$ cat config.mk
export PLATFORM = sky130hd
export DESIGN_NAME = signed_int_to_decimal_ascii
export DESIGN_NICKNAME = d
export VERILOG_FILES = /design/src/design/s2d_pkg.sv /design/src/design/s2d_front.sv /design/src/design/s2d_dabble.sv /design/src/design/s2d_emit.sv /design/src/design/signed_int_to_decimal_ascii.sv
export SDC_FILE = /design/constraint.sdc
export NUM_CORES = 1
export LEC_CHECK = 0
export ABC_AREA = 1
export BUFFER_PORTS_ARGS = -buffer_cell sky130_fd_sc_hd__buf_4
export CELL_PAD_IN_SITES_DETAIL_PLACEMENT = 1
export CELL_PAD_IN_SITES_GLOBAL_PLACEMENT = 1
export CORE_ASPECT_RATIO = 0.8
export CORE_MARGIN = 1.5
export CORE_UTILIZATION = 48
export DETAILED_ROUTE_END_ITERATION = 7
export GPL_ROUTABILITY_DRIVEN = 0
export GPL_TIMING_DRIVEN = 1
export PLACE_DENSITY = 0.82
export SYNTH_ARGS = -nofsm -noshare
export SYNTH_HDL_FRONTEND = slang
export SYNTH_HIERARCHICAL = 1
export SYNTH_SLANG_ARGS = --single-unit
$ cat constraint.sdc
create_clock -name clk -period 11.4 [get_ports clk]
set_input_delay 0.57 -clock clk [delete_from_list [all_inputs] [get_ports clk]]
set_output_delay 0.57 -clock clk [all_outputs]
set_load 0.1 [all_outputs]
$ cat src/design/s2d_pkg.sv
// Package: widths, ASCII codes, pipeline word types and the shift-add-3 step.
`timescale 1ns / 1ps

package s2d_pkg;

  localparam int MAG_W           = 32;
  localparam int NUM_DIGITS      = 10;
  localparam int DIG_IDX_W       = $clog2(NUM_DIGITS);
  localparam int CHAR_W          = 6;
  localparam int STEPS_PER_STAGE = 8;
  localparam int NUM_DD_STAGES   = MAG_W / STEPS_PER_STAGE;
  localparam int DD_W            = NUM_DIGITS * 4 + MAG_W;

  localparam logic [CHAR_W-1:0] CHAR_MINUS = 6'd45;
  localparam logic [CHAR_W-1:0] CHAR_ZERO  = 6'd48;

  typedef logic [NUM_DIGITS-1:0][3:0] digits_t;

  // Double-dabble working word: BCD digits above the binary still to shift in
  typedef struct packed {
    digits_t          bcd;
    logic [MAG_W-1:0] bin;
  } dd_core_t;

  // Item as it travels down the pipeline
  typedef struct packed {
    logic     neg;
    dd_core_t core;
  } dd_word_t;

  // One conversion step: add 3 to every digit of 5 or more, then shift left
  function automatic dd_core_t dabble_step(input dd_core_t w);
    dd_core_t        t;
    logic [DD_W-1:0] f;
    t = w;
    for (int k = 0; k < NUM_DIGITS; k++) begin
      if (t.bcd[k] >= 4'd5) begin
        t.bcd[k] = t.bcd[k] + 4'd3;
      end
    end
    f = t;
    return dd_core_t'({f[DD_W-2:0], 1'b0});
  endfunction

endpackage

$ cat src/design/s2d_front.sv
// Entry stage: takes the item, forms sign and 32-bit magnitude.
`timescale 1ns / 1ps

module s2d_front
  import s2d_pkg::*;
(
  input  logic                    clk,
  input  logic                    rst_n,
  input  logic                    start,
  output logic                    busy,
  input  logic signed [MAG_W-1:0] in_value,
  output logic                    dn_valid,
  output dd_word_t                dn_word,
  input  logic                    dn_ready
);

  logic     valid_r;
  logic     valid_nxt;
  dd_word_t word_r;
  dd_word_t word_nxt;
  logic     neg;

  // Stage is blocked while it holds an item the next stage cannot take
  assign busy = valid_r && !dn_ready;

  // Two's-complement magnitude, exact for the most negative value
  always_comb begin
    neg               = in_value[MAG_W-1];
    word_nxt.neg      = neg;
    word_nxt.core.bcd = '0;
    word_nxt.core.bin = neg ? (~in_value + 1'b1) : in_value;
    valid_nxt         = busy ? valid_r : start;
  end

  always_ff @(posedge clk) begin
    if (!rst_n) begin
      valid_r <= 1'b0;
    end else begin
      valid_r <= valid_nxt;
    end
  end

  always_ff @(posedge clk) begin
    if (!busy) begin
      word_r <= word_nxt;
    end
  end

  assign dn_valid = valid_r;
  assign dn_word  = word_r;

endmodule

$ cat src/design/s2d_dabble.sv
// Conversion stage: eight shift-add-3 steps of binary to BCD per register.
`timescale 1ns / 1ps

module s2d_dabble
  import s2d_pkg::*;
(
  input  logic     clk,
  input  logic     rst_n,
  input  logic     up_valid,
  input  dd_word_t up_word,
  output logic     up_ready,
  output logic     dn_valid,
  output dd_word_t dn_word,
  input  logic     dn_ready
);

  logic     valid_r;
  logic     valid_nxt;
  dd_word_t word_r;
  dd_word_t word_nxt;
  dd_core_t acc;

  assign up_ready = !valid_r || dn_ready;

  // Chain of steps on the incoming word
  always_comb begin
    acc = up_word.core;
    for (int s = 0; s < STEPS_PER_STAGE; s++) begin
      acc = dabble_step(acc);
    end
    word_nxt.neg  = up_word.neg;
    word_nxt.core = acc;
    valid_nxt     = up_ready ? up_valid : valid_r;
  end

  always_ff @(posedge clk) begin
    if (!rst_n) begin
      valid_r <= 1'b0;
    end else begin
      valid_r <= valid_nxt;
    end
  end

  always_ff @(posedge clk) begin
    if (up_ready) begin
      word_r <= word_nxt;
    end
  end

  assign dn_valid = valid_r;
  assign dn_word  = word_r;

endmodule

$ cat src/design/s2d_emit.sv
// Output serializer: sign, then significant digits one per cycle.
`timescale 1ns / 1ps

module s2d_emit
  import s2d_pkg::*;
(
  input  logic              clk,
  input  logic              rst_n,
  input  logic              up_valid,
  input  dd_word_t          up_word,
  output logic              up_ready,
  output logic              out_strobe,
  output logic [CHAR_W-1:0] out_character,
  output logic              out_last
);

  logic                 active_r;
  logic                 active_nxt;
  logic                 sign_r;
  logic                 sign_nxt;
  logic [DIG_IDX_W-1:0] idx_r;
  logic [DIG_IDX_W-1:0] idx_nxt;
  digits_t              digits_r;
  logic [DIG_IDX_W-1:0] lead;
  logic                 load;
  logic                 at_last;

  // Position of the most significant nonzero digit; zero gives position 0
  always_comb begin
    lead = '0;
    for (int k = 0; k < NUM_DIGITS; k++) begin
      if (up_word.core.bcd[k] != 4'd0) begin
        lead = DIG_IDX_W'(k);
      end
    end
  end

  assign at_last  = !sign_r && (idx_r == '0);
  assign up_ready = !active_r || at_last;
  assign load     = up_valid && up_ready;

  // Walk: sign first if any, then digits downward to position 0
  always_comb begin
    active_nxt = active_r;
    sign_nxt   = sign_r;
    idx_nxt    = idx_r;
    if (load) begin
      active_nxt = 1'b1;
      sign_nxt   = up_word.neg;
      idx_nxt    = lead;
    end else if (active_r) begin
      if (sign_r) begin
        sign_nxt = 1'b0;
      end else if (idx_r == '0) begin
        active_nxt = 1'b0;
      end else begin
        idx_nxt = idx_r - 1'b1;
      end
    end
  end

  always_ff @(posedge clk) begin
    if (!rst_n) begin
      active_r <= 1'b0;
      sign_r   <= 1'b0;
      idx_r    <= '0;
    end else begin
      active_r <= active_nxt;
      sign_r   <= sign_nxt;
      idx_r    <= idx_nxt;
    end
  end

  always_ff @(posedge clk) begin
    if (load) begin
      digits_r <= up_word.core.bcd;
    end
  end

  assign out_strobe    = active_r;
  assign out_character = sign_r ? CHAR_MINUS : (CHAR_ZERO + {2'b00, digits_r[idx_r]});
  assign out_last      = at_last;

endmodule

$ cat src/design/signed_int_to_decimal_ascii.sv
// Top level: signed 32-bit integer to decimal ASCII text, one character per cycle.
//
//   channel  | ports                                   | handshake
//   ---------+-----------------------------------------+-------------------------
//   input    | in_value[31:0]                          | start high, busy low
//   result   | out_character[5:0], out_last            | out_strobe, no back-pressure
//
// Pipeline: entry stage, four binary-to-BCD stages of eight steps each, serializer.
// An item passes the entry register and the four conversion registers into the
// serializer, which then gives its sign, if any, and its significant digits, and
// can take the next item on the last character of the current one. Items overlap in the
// pipeline behind it. Reset (synchronous, rst_n low) empties every stage. busy
// rises when the serializer holds the pipeline back and the entry stage is full.
`timescale 1ns / 1ps

module signed_int_to_decimal_ascii
  import s2d_pkg::*;
(
  input  logic                     clk,
  input  logic                     rst_n,
  input  logic                     start,
  output logic                     busy,
  input  logic signed [MAG_W-1:0]  in_value,
  output logic                     out_strobe,
  output logic [CHAR_W-1:0]        out_character,
  output logic                     out_last
);

  logic     st_valid [NUM_DD_STAGES+1];
  dd_word_t st_word  [NUM_DD_STAGES+1];
  logic     st_ready [NUM_DD_STAGES+1];

  s2d_front u_front (
    .clk      (clk),
    .rst_n    (rst_n),
    .start    (start),
    .busy     (busy),
    .in_value (in_value),
    .dn_valid (st_valid[0]),
    .dn_word  (st_word[0]),
    .dn_ready (st_ready[0])
  );

  // Conversion stages in a row
  for (genvar g = 0; g < NUM_DD_STAGES; g++) begin : g_dd
    s2d_dabble u_dabble (
      .clk      (clk),
      .rst_n    (rst_n),
      .up_valid (st_valid[g]),
      .up_word  (st_word[g]),
      .up_ready (st_ready[g]),
      .dn_valid (st_valid[g+1]),
      .dn_word  (st_word[g+1]),
      .dn_ready (st_ready[g+1])
    );
  end

  s2d_emit u_emit (
    .clk           (clk),
    .rst_n         (rst_n),
    .up_valid      (st_valid[NUM_DD_STAGES]),
    .up_word       (st_word[NUM_DD_STAGES]),
    .up_ready      (st_ready[NUM_DD_STAGES]),
    .out_strobe    (out_strobe),
    .out_character (out_character),
    .out_last      (out_last)
  );

endmodule

* Word level (Yosys, flattened, before mapping)
Cells that the tools add are included.
** Operators by class
- Bitwise operators :: 1
- Magnitude comparators :: 266
- Reductions and logical operators :: 27
- $add $sub $neg :: 268
- Equality and inequality tests :: 2
- Mux-type cells :: 288
** Operators with widths (number)
- 4-bit by 3-bit >= comparator with 1-bit output, second input constant :: 255
- 4-bit two-way mux :: 249
- 4-bit by 2-bit adder with 4-bit output, second input constant :: 234
- 3-bit two-way mux :: 26
- 3-bit by 2-bit adder with 3-bit output, second input constant :: 21
- 4-bit nonzero test :: 9
- 32-bit by 1-bit adder with 32-bit output, second input constant :: 1
- 32-bit inverter :: 1
- 31-bit two-way mux :: 1
- 1-bit by 2-bit adder with 3-bit output, second input constant :: 10
- 1-bit by 3-bit >= comparator with 1-bit output, second input constant :: 10
- 4-bit binary-select mux with 4-bit select :: 1
- 1-bit two-way mux :: 8
- 1-bit logical NOT :: 7
- 5-bit by 5-bit adder with 6-bit output, first input constant :: 1
- 6-bit two-way mux :: 1
- 1-bit logical OR :: 5
- 4-bit by 5-bit less-than comparator with 1-bit output, second input constant :: 1
- 4-bit logical NOT :: 1
- 2-bit two-way mux :: 2
- 4-bit by 1-bit subtractor with 4-bit output, second input constant :: 1
- 1-bit logical AND :: 3
- 3-bit AND reduction :: 1
- 2-bit by 1-bit inequality test with 1-bit output, second input constant :: 1
- other kinds (2) :: 2
** Storage, ports and cells
- Output and inout bits :: 9
- Register bits after elaboration :: 285

* Logic depth before layout (Yosys ltp)
Gate-level depths: netlist of the first run.
- Word-level depth :: 16
- Depth in mapped cells :: 61
- Depth with buffers taken out :: 60

* Modules after synthesis
The synthesis of the first run kept the hierarchy.
** By module, submodules not included
- s2d_dabble :: area each 10161.0 um^2, instances 4, seq. area each 1971.9 um^2, cells each 1619
- s2d_front :: area each 2401.1 um^2, instances 1, seq. area each 1011.0 um^2, cells each 295
- s2d_emit :: area each 2108.3 um^2, instances 1, seq. area each 1321.3 um^2, cells each 203

* Least setup slack after synthesis of the first run
Ideal clock, no wire load.
- Kind :: register to register
- Start point :: reg u_emit.idx_r[0]
- End point :: reg u_front.word_r, in the netlist u_front/dn_word[0] (enable)
- Data required time :: 11.011 ns
- Setup slack :: 1.522 ns
- Data arrival time :: 9.490 ns
- Cell stages (with the launch flop) :: 16
- Path buffers :: 1
- Cells stage by stage :: dfxtp_1 clkinv_1 clkbuf_1 ha_1 nand2_4 o21ai_4 inv_1 nand2_1 inv_1 nand2_1 inv_1 nand2_1 inv_1 nand2_1 nor2_1 inv_1
** RTL lines
- from (decl) :: line s2d_emit.sv:21 : logic [DIG_IDX_W-1:0] idx_r;
- from (signal assigned) :: line s2d_emit.sv:70 : idx_r <= idx_nxt;
- to (signal assigned) :: line s2d_front.sv:45 : word_r <= word_nxt;
- to (decl) :: line s2d_front.sv:19 : dd_word_t word_r;

==> impl_results.md, run 1 <==
* First drt pass iteration count at 7
* Setup repair after global routing missed its margin: false
* Non-filler instance count after layout at 8,198
* Number of placed instances with taps included at 8,128
* Number of cell rows at 98
* Critical path data arrival time at 7.14 ns
* Inserted Diodes at 0
* CP Max Fanout at 4
* Antenna-violating nets left at 0
* Number of global-route vias before repair at 44,000
* Post-Synthesis Mean Instance Area at 6.31 um2
* Dpl hpwl at 94,300 um
* Clock tree from TritonCTS: built
* Max Cap Viol at 0
* Horiz. Die Dim at 339 um
* CTS Hold Buffers Added at 0
* Via/cell ratio at 5.21
* Number of antenna violations at the first check in global routing at 1
* Final routed DRC violation total at 0
* Setup slack, reg-to-reg at 4.61 ns
* Worst slew margin at 31.6%
* Number of resized instances in the post-cts repair step at 0
* Status: finished clean
* Area growth syn-to-layout at 6.74%
* Summed instance area of the synthesized netlist at 43,500 um2
* # clock sinks at 296
* Grt ovf at 0
* Clock Tree Buf Depth at 3
* Initial core utilization at 48.5%
* Post-Route WL at 114,000 um
* Type of origin of the critical path: flip-flop
* Post-layout minimum cycle time at 6.79 ns
* Launch point of the worst path: g_dd[1].u_dabble/dn_word[64]$_DFFE_PP_
* Number of vias after detailed routing at 42,700
* Synthesis warning total at 6
* Final hold vios at 0
* Detailed-route wire length per cell at 13.9 um
* Category of the most critical setup path: reg2reg
* Nets at 7,248
* Count of pins on the block boundary at 44
* Total routing usage reported by global routing at 24.8%
* Latest clock arrival within the worst-skew pair at 0.60 ns
* Reg2reg path depth at 59
* Crit end category: flip-flop
* Die ar. at 92,400 um2
* Global-route wire length before repair at 199,000 um
* Critical path required time at 11.75 ns
* Maximum clock skew at final layout at 0.0213 ns
* Maximum clock frequency at 147 MHz
* Total clock buffers created by CTS at 39
* Capturing element of the worst setup path: g_dd[2].u_dabble/dn_word[69]$_DFFE_PP_
* Starting DRC count in detailed routing at 1,445
* Pin count of the biggest net entering global routing at 61
* Number of instances in the synthesized netlist at 6,890
* Fraction of final layout cells with drive strength greater than 1 at 18.5%
* Max incr delay on CP at 0.42 ns
* Number of levels in the clock H-tree at 2
* Cell with the most instances on the worst path: sky130_fd_sc_hd__nand2_1
* Count of endpoints failing setup in the final report at 0
* Min-delay worst type: in2reg
* Worst R2R End: g_dd[2].u_dabble/dn_word[69]$_DFFE_PP_
* Buffers on Ports at 42
* Core footprint at 89,500 um2
* Startpoint of the worst register-to-register path: g_dd[1].u_dabble/dn_word[64]$_DFFE_PP_
* Worst-margin pin slew at 1.02 ns
* Share of the clock period used by the worst path after layout at 59.6%
* Vert. Die Dim at 272 um
* Register clock-pin slew on the reported worst setup and hold paths at 0.06 ns
* Critical-path top delay cell: sky130_fd_sc_hd__edfxtp_1
* Setup_tns at 0 ns
* Max-slew violation count at 0
* Number of post-CTS setup repair buffers at 0
* Hold path startpoint: in_value[0]
* Buffer cell driving the clock tree root: sky130_fd_sc_hd__clkbuf_16
[layer usage]
metal | vias up | routed length [um] | global-route usage [%]
li1 | 22200 | - | -
met1 | 20100 | 54400 | 31.6
met2 | 322 | 55100 | 45.3
met3 | 109 | 2770 | 2.36
met4 | 0 | 1620 | 4.57
met5 | - | 0 | 0
[state kept, by name, indices dropped and copies added, names as in the netlist]
name,flops
u_emit/idx_r,4
u_emit/out_strobe,1
u_emit/digits_r,40
g_dd.u_dabble/dn_word,212
u_front/dn_word,33
u_front/dn_valid,1
g_dd.u_dabble/dn_valid,4
u_emit/sign_r,1
[through the flow]
step           hold slack, ns  setup WS (ns)  util (%)  area [um2]
6_report                0.201           4.61      51.8       46400
5_1_grt                 0.167           3.63      51.8       46400
4_1_cts                 0.160           4.61      51.8       46400
3_5_place_dp            0.407           4.66      50.4       45100
3_3_place_gp            0.401           5.11      50.4       45100
2_1_floorplan           0.400           2.50         -       43600
[critical path: cells and delay by family (launching register included)]
kind	cells	cell delay (ns)
adder cells (fa/ha/maj)	8	1.39
buffers and inverters	14	0.87
flip-flops	1	0.42
AND/OR/NAND/NOR	37	3.89
[cells in the final DEF, fill, tap and decap left out, types with 87 or more instances in the layout]
cell / n
sky130_fd_sc_hd__ha_1: 244
sky130_fd_sc_hd__nor2_1: 136
sky130_fd_sc_hd__nand3_1: 721
sky130_fd_sc_hd__o21ai_0: 108
sky130_fd_sc_hd__nand3_2: 208
sky130_fd_sc_hd__o21ai_2: 150
sky130_fd_sc_hd__xor2_1: 87
sky130_fd_sc_hd__inv_1: 1039
sky130_fd_sc_hd__edfxtp_1: 285
sky130_fd_sc_hd__o21ai_1: 102
sky130_fd_sc_hd__nand4_1: 147
sky130_fd_sc_hd__inv_2: 157
sky130_fd_sc_hd__nand2_1: 2452
sky130_fd_sc_hd__nand2_2: 512
[how the worst min path moves through the flow]
stage                     cells past startpoint                                endpoint
after floorplan                               0  g_dd[0].u_dabble/dn_word[10]$_DFFE_PP_
after global placement                        0  g_dd[0].u_dabble/dn_word[14]$_DFFE_PP_
after detailed placement                      0   g_dd[0].u_dabble/dn_word[8]$_DFFE_PP_
after CTS                                     1            u_front/dn_word[0]$_DFFE_PN_
after global routing                          1            u_front/dn_word[0]$_DFFE_PN_
final                                         1            u_front/dn_word[0]$_DFFE_PN_
[cell type report]
type	count	area, um2
repair buffers	47	353
clock buffers	42	987
flip-flops and latches	296	8780
inverters	1207	4530
multi-input cells	5378	30000
fillers	12400	43100
well taps	1200	1500
clock inverters	28	275
Power of run 1 is not shown: default switching activity piles up to over one toggle a cycle in this logic, so the estimate is an artifact.
==> run 2: changes to the inputs <==
--- a/config.mk
+++ b/config.mk
@@ -5,17 +5,17 @@
 export SDC_FILE = /design/constraint.sdc
 export NUM_CORES = 1
 export LEC_CHECK = 0
-export ABC_AREA = 1
+export ABC_AREA = 0
 export BUFFER_PORTS_ARGS = -buffer_cell sky130_fd_sc_hd__buf_4
 export CELL_PAD_IN_SITES_DETAIL_PLACEMENT = 1
 export CELL_PAD_IN_SITES_GLOBAL_PLACEMENT = 1
 export CORE_ASPECT_RATIO = 0.8
 export CORE_MARGIN = 1.5
-export CORE_UTILIZATION = 48
+export CORE_UTILIZATION = 46
 export DETAILED_ROUTE_END_ITERATION = 7
 export GPL_ROUTABILITY_DRIVEN = 0
 export GPL_TIMING_DRIVEN = 1
-export PLACE_DENSITY = 0.82
+export PLACE_DENSITY = 0.79
 export SYNTH_ARGS = -nofsm -noshare
 export SYNTH_HDL_FRONTEND = slang
 export SYNTH_HIERARCHICAL = 1
==> constraint.sdc (replaced) <==
create_clock -name clk -period 5.7 [get_ports clk]
set_input_delay 0.285 -clock clk [delete_from_list [all_inputs] [get_ports clk]]
set_output_delay 0.285 -clock clk [all_outputs]
set_load 0.1 [all_outputs]
==> impl_results.md, run 2 <==
* Last reported worst endpoint of the global-route repair pass: g_dd[1].u_dabble/dn_word[63]$_DFFE_PP_/D
* Number of cell rows at 111 (was 98)
* Initial core utilization at 46.5% (was 48.5%)
* Dpl hpwl at 135,000 um (was 94,300 um)
* Post-Synthesis Mean Instance Area at 7.78 um2 (was 6.31 um2)
* Number of antenna violations at the first check in global routing at 40
* Failing step: global routing
* Vert. Die Dim at 308 um (was 272 um)
* Number of levels in the clock H-tree at 2 (unchanged)
* Status: did not finish (was finished clean)
* Error Message: [ERROR GRT-0232] Routing congestion too high. Check the congestion heatmap in the GUI.
* Number of instances in the synthesized netlist at 6,862 (was 6,890)
* Clock Tree Buf Depth at 3 (unchanged)
* Total clock buffers created by CTS at 41 (was 39)
* Cell area reported after detailed placement at 65,700 um2 (was 45,100 um2)
* Buffers on Ports at 42 (unchanged)
* Synthesis warning total at 6 (unchanged)
* Count of pins on the block boundary at 44 (unchanged)
* Worst End Pin Type: sequential cell input
* Horiz. Die Dim at 384 um (was 339 um)
* Total routing usage reported by global routing at 79.5%
* Grt ovf at 121
* Buffer cell driving the clock tree root: sky130_fd_sc_hd__clkbuf_16 (unchanged)
* Pin count of the biggest net entering global routing at 51
* Summed instance area of the synthesized netlist at 53,400 um2 (was 43,500 um2)
==> run 2: stage by stage <==
step	setup slack, ns	setup TNS [ns]	std cells	util [%]	hold slack, ns
CTS	-0.377	-12.41	9762	62.7	0.00461
detailed placement	-0.603	-35.78	9380	57.2	0.406
global placement	-0.197	-4.58	9380	57.2	0.401
floorplan	-0.547	-12.09	6901	-	0.384
==> run 2: routing by layer <==
metal	overflow	GRT usage, %
met5	4	50.0
met4	56	81.7
met3	22	68.3
met2	36	93.8
met1	3	76.4
==> run 2: timing repair <==
item,in CTS
endpoints found under the setup margin,105
pin swaps,385
hold buffers,25
gates resized for setup,574
endpoints found under the hold margin,28
buffers inserted,288
